File: src/rtl/core/mtg_pkg.sv
// ----------------------------------------------------------------------------
// mtg_pkg
// Shared constants for the MT19937 generator: table geometry, twist and
// tempering masks, seeding multiplier.
// ----------------------------------------------------------------------------
package mtg_pkg;

    localparam int unsigned STATE_WORDS  = 624;
    localparam int unsigned TWIST_OFFSET = 397;
    localparam int unsigned FAR_WRAP     = STATE_WORDS - TWIST_OFFSET;
    localparam int unsigned IDX_W        = $clog2(STATE_WORDS);

    localparam logic [31:0] TWIST_MATRIX = 32'h9908_B0DF;
    localparam logic [31:0] TEMPER_B     = 32'h9D2C_5680;
    localparam logic [31:0] TEMPER_C     = 32'hEFC6_0000;
    localparam logic [31:0] SEED_MULT    = 32'd69069;
    localparam logic [31:0] SEED_RESET   = 32'd4357;
    localparam logic [31:0] UPPER_MASK   = 32'h8000_0000;
    localparam logic [31:0] LOWER_MASK   = 32'h7FFF_FFFF;
    localparam logic [31:0] LSB_MASK     = 32'h0000_0001;

    typedef logic [IDX_W-1:0] t_idx;

endpackage

File: src/rtl/core/mtg_temper.sv
// ----------------------------------------------------------------------------
// mtg_temper
// MT19937 output tempering: two shift-xor and two shift-mask-xor steps.
// ----------------------------------------------------------------------------
module mtg_temper
    import mtg_pkg::*;
(
    input  logic [31:0] i_word,
    output logic [31:0] o_word
);

    logic [31:0] y1;
    logic [31:0] y2;
    logic [31:0] y3;

    always_comb begin
        y1     = i_word ^ (i_word >> 11);
        y2     = y1 ^ ((y1 << 7) & TEMPER_B);
        y3     = y2 ^ ((y2 << 15) & TEMPER_C);
        o_word = y3 ^ (y3 >> 18);
    end

endmodule

File: config.mk
export PLATFORM = sky130hd
export DESIGN_NAME = mtg_temper
export DESIGN_NICKNAME = d
export VERILOG_FILES = /design/src/rtl/core/mtg_pkg.sv /design/src/rtl/core/mtg_temper.sv
export SDC_FILE = /design/constraint.sdc
export NUM_CORES = 1
export LEC_CHECK = 0
export ABC_AREA = 1
export BUFFER_PORTS_ARGS = -buffer_cell sky130_fd_sc_hd__clkbuf_2
export CAP_MARGIN = 20
export CORE_ASPECT_RATIO = 0.6
export CORE_MARGIN = 8
export CORE_UTILIZATION = 36
export DETAILED_ROUTE_END_ITERATION = 10
export PLACE_DENSITY = 0.81
export SLEW_MARGIN = 20
export SYNTH_ARGS = -nofsm -noshare
export SYNTH_HDL_FRONTEND = slang
export SYNTH_SLANG_ARGS = --single-unit
File: constraint.sdc
create_clock -name vclk -period 1.9
set_input_delay 0 -clock vclk [all_inputs]
set_output_delay 0 -clock vclk [all_outputs]
set_load 0.02 [all_outputs]
=== After elaboration in Yosys (flattened, before gate mapping) ===
Cells that the tools add are included.

* Bitwise gates (word level): 4

{| class="wikitable"
|+ Operator list
! kind !! count
|-
| XOR 32 bit || 2
|-
| XOR 32 x 14 -> 32 bit || 1
|-
| XOR 32 x 21 -> 32 bit || 1
|}

* Register bits after elaboration: 0
* Input bits: 32
* Output and inout bits: 32
* Word-level logic and storage cells: 4

=== Depth between registers and ports, before layout ===
* Depth in word-level cells: 4
* Mapped depth: 10
* Depth with buffers taken out: 10

=== Least setup slack after synthesis ===
No wires, ideal clock.

* Path type: input port to output port
* Start point: input i_word[14]
* End point: output o_word[3]
* Data arrival time: 1.120 ns
* Data required time: 1.900 ns
* Path slack: 0.780 ns
* Stages: 4
* Buffers on the path: 1
* Cell sequence: buf_6 xnor2_1 xnor2_1 xor2_1

* Word-level cells in the longest chain between the ends: 4

{| class="wikitable"
|+ RTL lines
! element !! RTL line !! source
|-
| from (decl) || mtg_temper.sv:8 || <nowiki>input logic [31:0] i_word,</nowiki>
|-
| XOR 32 x 21 -> 32 bit || mtg_temper.sv:17 || <nowiki>y1 = i_word ^ (i_word >> 11);</nowiki>
|-
| XOR 32 bit || mtg_temper.sv:18 || <nowiki>y2 = y1 ^ ((y1 << 7) & TEMPER_B);</nowiki>
|-
| XOR 32 bit || mtg_temper.sv:19 || <nowiki>y3 = y2 ^ ((y2 << 15) & TEMPER_C);</nowiki>
|-
| XOR 32 x 14 -> 32 bit || mtg_temper.sv:20 || <nowiki>o_word = y3 ^ (y3 >> 18);</nowiki>
|-
| to (decl) || mtg_temper.sv:9 || <nowiki>output logic [31:0] o_word</nowiki>
|}

Every way passes these cells.

=== Worst setup path after layout ===
* Start point: input i_word[25]
* End point: output o_word[11]

The elaborated chain is that of the path after synthesis.

==> impl_results.md <==
- Total of max-cap violations: 0
- Seq. cell area: 0 µm²
- Multiplexer share of the synthesized area: 0%
- Hold_sp: i_word[28]
- # Post-CTS Setup Buffers: 0
- Die Footprint: 4380 µm²
- # resized after CTS: 0
- Most used cell, CP: nand2_1
- Largest family of logic cells by synthesized area: simple AND/OR/NAND/NOR gates
- Pre-CTS setup slack: 0.829 ns
- GR Overflow Total: 0
- FILL cells: 258
- # IOs: 64
- Nets: 269
- Cell variety after synth: 14
- Most frequent cells in the layout: 90 x nand2_1, 64 x clkbuf_2, 26 x inv_1
- Total GRT Usage: between 10% and 20%
- RSZ-0062 raised after global routing: no
- Post-Synth XOR/XNOR Area: 36.7%
- Area grow syn2layout: 39.1%
- Max incr delay on CP: 0.32 ns
- HP Class: input pin to output port
- Chip Width: 80.3 µm
- Total leakage power: 0.845 nW
- Syn Std Cell Area: 893 µm²
- Final Hold Fails: 0
- Sequential area share after synthesis: 0%
- CP max stage cell: xnor2_1
- Pwr dens: 487 nW/µm²
- Simple-gate share of the synthesized area: 51.1%
- Worst Setup End Kind: output port
- Multi-input gate area: 785 µm²
- Worst Path Required: between 1.5 and 2 ns
- Hold_buf cts: 0
- Antenna violations before repair: 0
- Inst Count DP: 267
- Core Util, Final: 51.0%
- Hold path cells: 3
- Post-route cell area: 1240 µm²
- Core area: 2430 µm²
- Critical path data arrival time: 1.07 ns
- Dpl cell area: ~1200 µm²
- Worst slew pin tran: 0.331 ns
- Routed WL: 2510 µm
- Post-Syn Instances: approximately 170
- Routed Antenna Nets: 0
- Compound-gate portion of the synthesized area: 0%
- Worst vdd ir: 265 µV
- Period utilization: approximately 56%
- DRT Pass-1 Iters: 4
- Max-slew violation count: 0
- Worst-path fanout max: 4
- Final setup fails: 0
- Status: finished clean
- Sequential cells: 0
- First-pass GRT wire length: a little over 4000 µm
- Max Freq: ~930 MHz
- Slew HR: 77.8%
- Initial core utilization: 36.7%
- Die Y: 54.6 µm
- Startpoint Class: input pin
- Sequence of cells on the critical path: clkbuf_2, xnor2_1, nand2_1, nand2_1, nand2_1, nand2_1, nand2_1, nand2_1, clkbuf_2
- Final worst setup slack: 0.828 ns
- Fraction of layout cells with a size suffix above 1: between 30% and 40%
- Initial DRC Count: 41
- Worst Hold Path EP: o_word[28]
- Post-DP HPWL: 2370 µm
- Fin crit period: ~1.1 ns
- Vias: about 1,100
- Commonest non-fill, non-tap cell in the layout: nand2_1
- Fin cells: around 270
- Wire per inst: 9.40 µm
- Synth warnings: 0
- Post-Route Setup TNS: 0 ns
- Avg Cell Area, Syn: 5.19 µm²
- DR vias/cell: 4.16
- Port bufs: 64
- Vias in the first global route: 955
- CLK BUF: 0
- Drt drc: 0
- Largest net degree at the start of global routing: 6
- Post-Synth Adder-Cell Area: 0%
- Syn Nets: 204
- # diodes: 0
- CP Class: input pin to output port
- Num rows: 14
- GP Congestion: 0.813
worst max-delay path by stage:
stage	cells past startpoint	slack, ns	from	to
after global routing	9	0.71	i_word[25]	o_word[11]
after CTS	9	0.83	i_word[25]	o_word[11]
after global placement	9	0.82	i_word[22]	o_word[0]
after floorplan	4	0.78	i_word[14]	o_word[3]
after detailed placement	9	0.83	i_word[25]	o_word[11]
final	9	0.83	i_word[25]	o_word[11]
cells by family (layout without fill, tap and decap cells):
logic type             Yosys count  in the layout
buffers and inverters           27             90
XOR/XNOR                        34             34
AND/OR/NAND/NOR                111            111
layer usage:
metal	vias up	GRT usage [%]	wire, µm
met1	441	15.3	1220
met2	33	18.6	1060
met4	0	0	0
met3	0	1.97	226
li1	638	-	-
met5	-	0	0
layout make-up:
cell class | instances | share of cell area [%]
repair buffers | 64 | 25.8
inverters | 26 | 7.85
well taps | 32 | 3.22
multi-input cells | 145 | 63.1
cell usage after synthesis:
master    number  area [µm²]
nand2_1       90         338
inv_1         26        97.6
xor2_1        16         140
nor2_2         1        6.26
xnor2_2        1        16.3
xnor2_1       14         123
nand3_1       10        50.1
buf_6          1        11.3
nand4_1        1        6.26
nand2_2        5        31.3
nand3b_1       2        15.0
or2_1          1        6.26
xor2_2         3        48.8
nor2_1         1        3.75
worst max-delay path, delay by kind of cell:
| kind | cells | cell delay (ns) |
|---|---|---|
| buffers and inverters | 2 | 0.28 |
| AND/OR/NAND/NOR | 6 | 0.48 |
| XOR/XNOR | 1 | 0.32 |
power breakdown:
part / total, mW / internal [mW] / switching, mW
Combinational: 0.605 / 0.211 / 0.394
Clock: 0 / 0 / 0
Sequential: 0 / 0 / 0
stage by stage:
stage / hold WS, ns / power [mW]
after floorplan: 0.106 / 0.406
after global placement: 0.361 / 0.609
after detailed placement: 0.351 / 0.614
after CTS: 0.351 / 0.616
after global routing: 0.374 / 0.669
final: 0.347 / 0.605
Note: power is estimated with default switching activity, not from simulation.
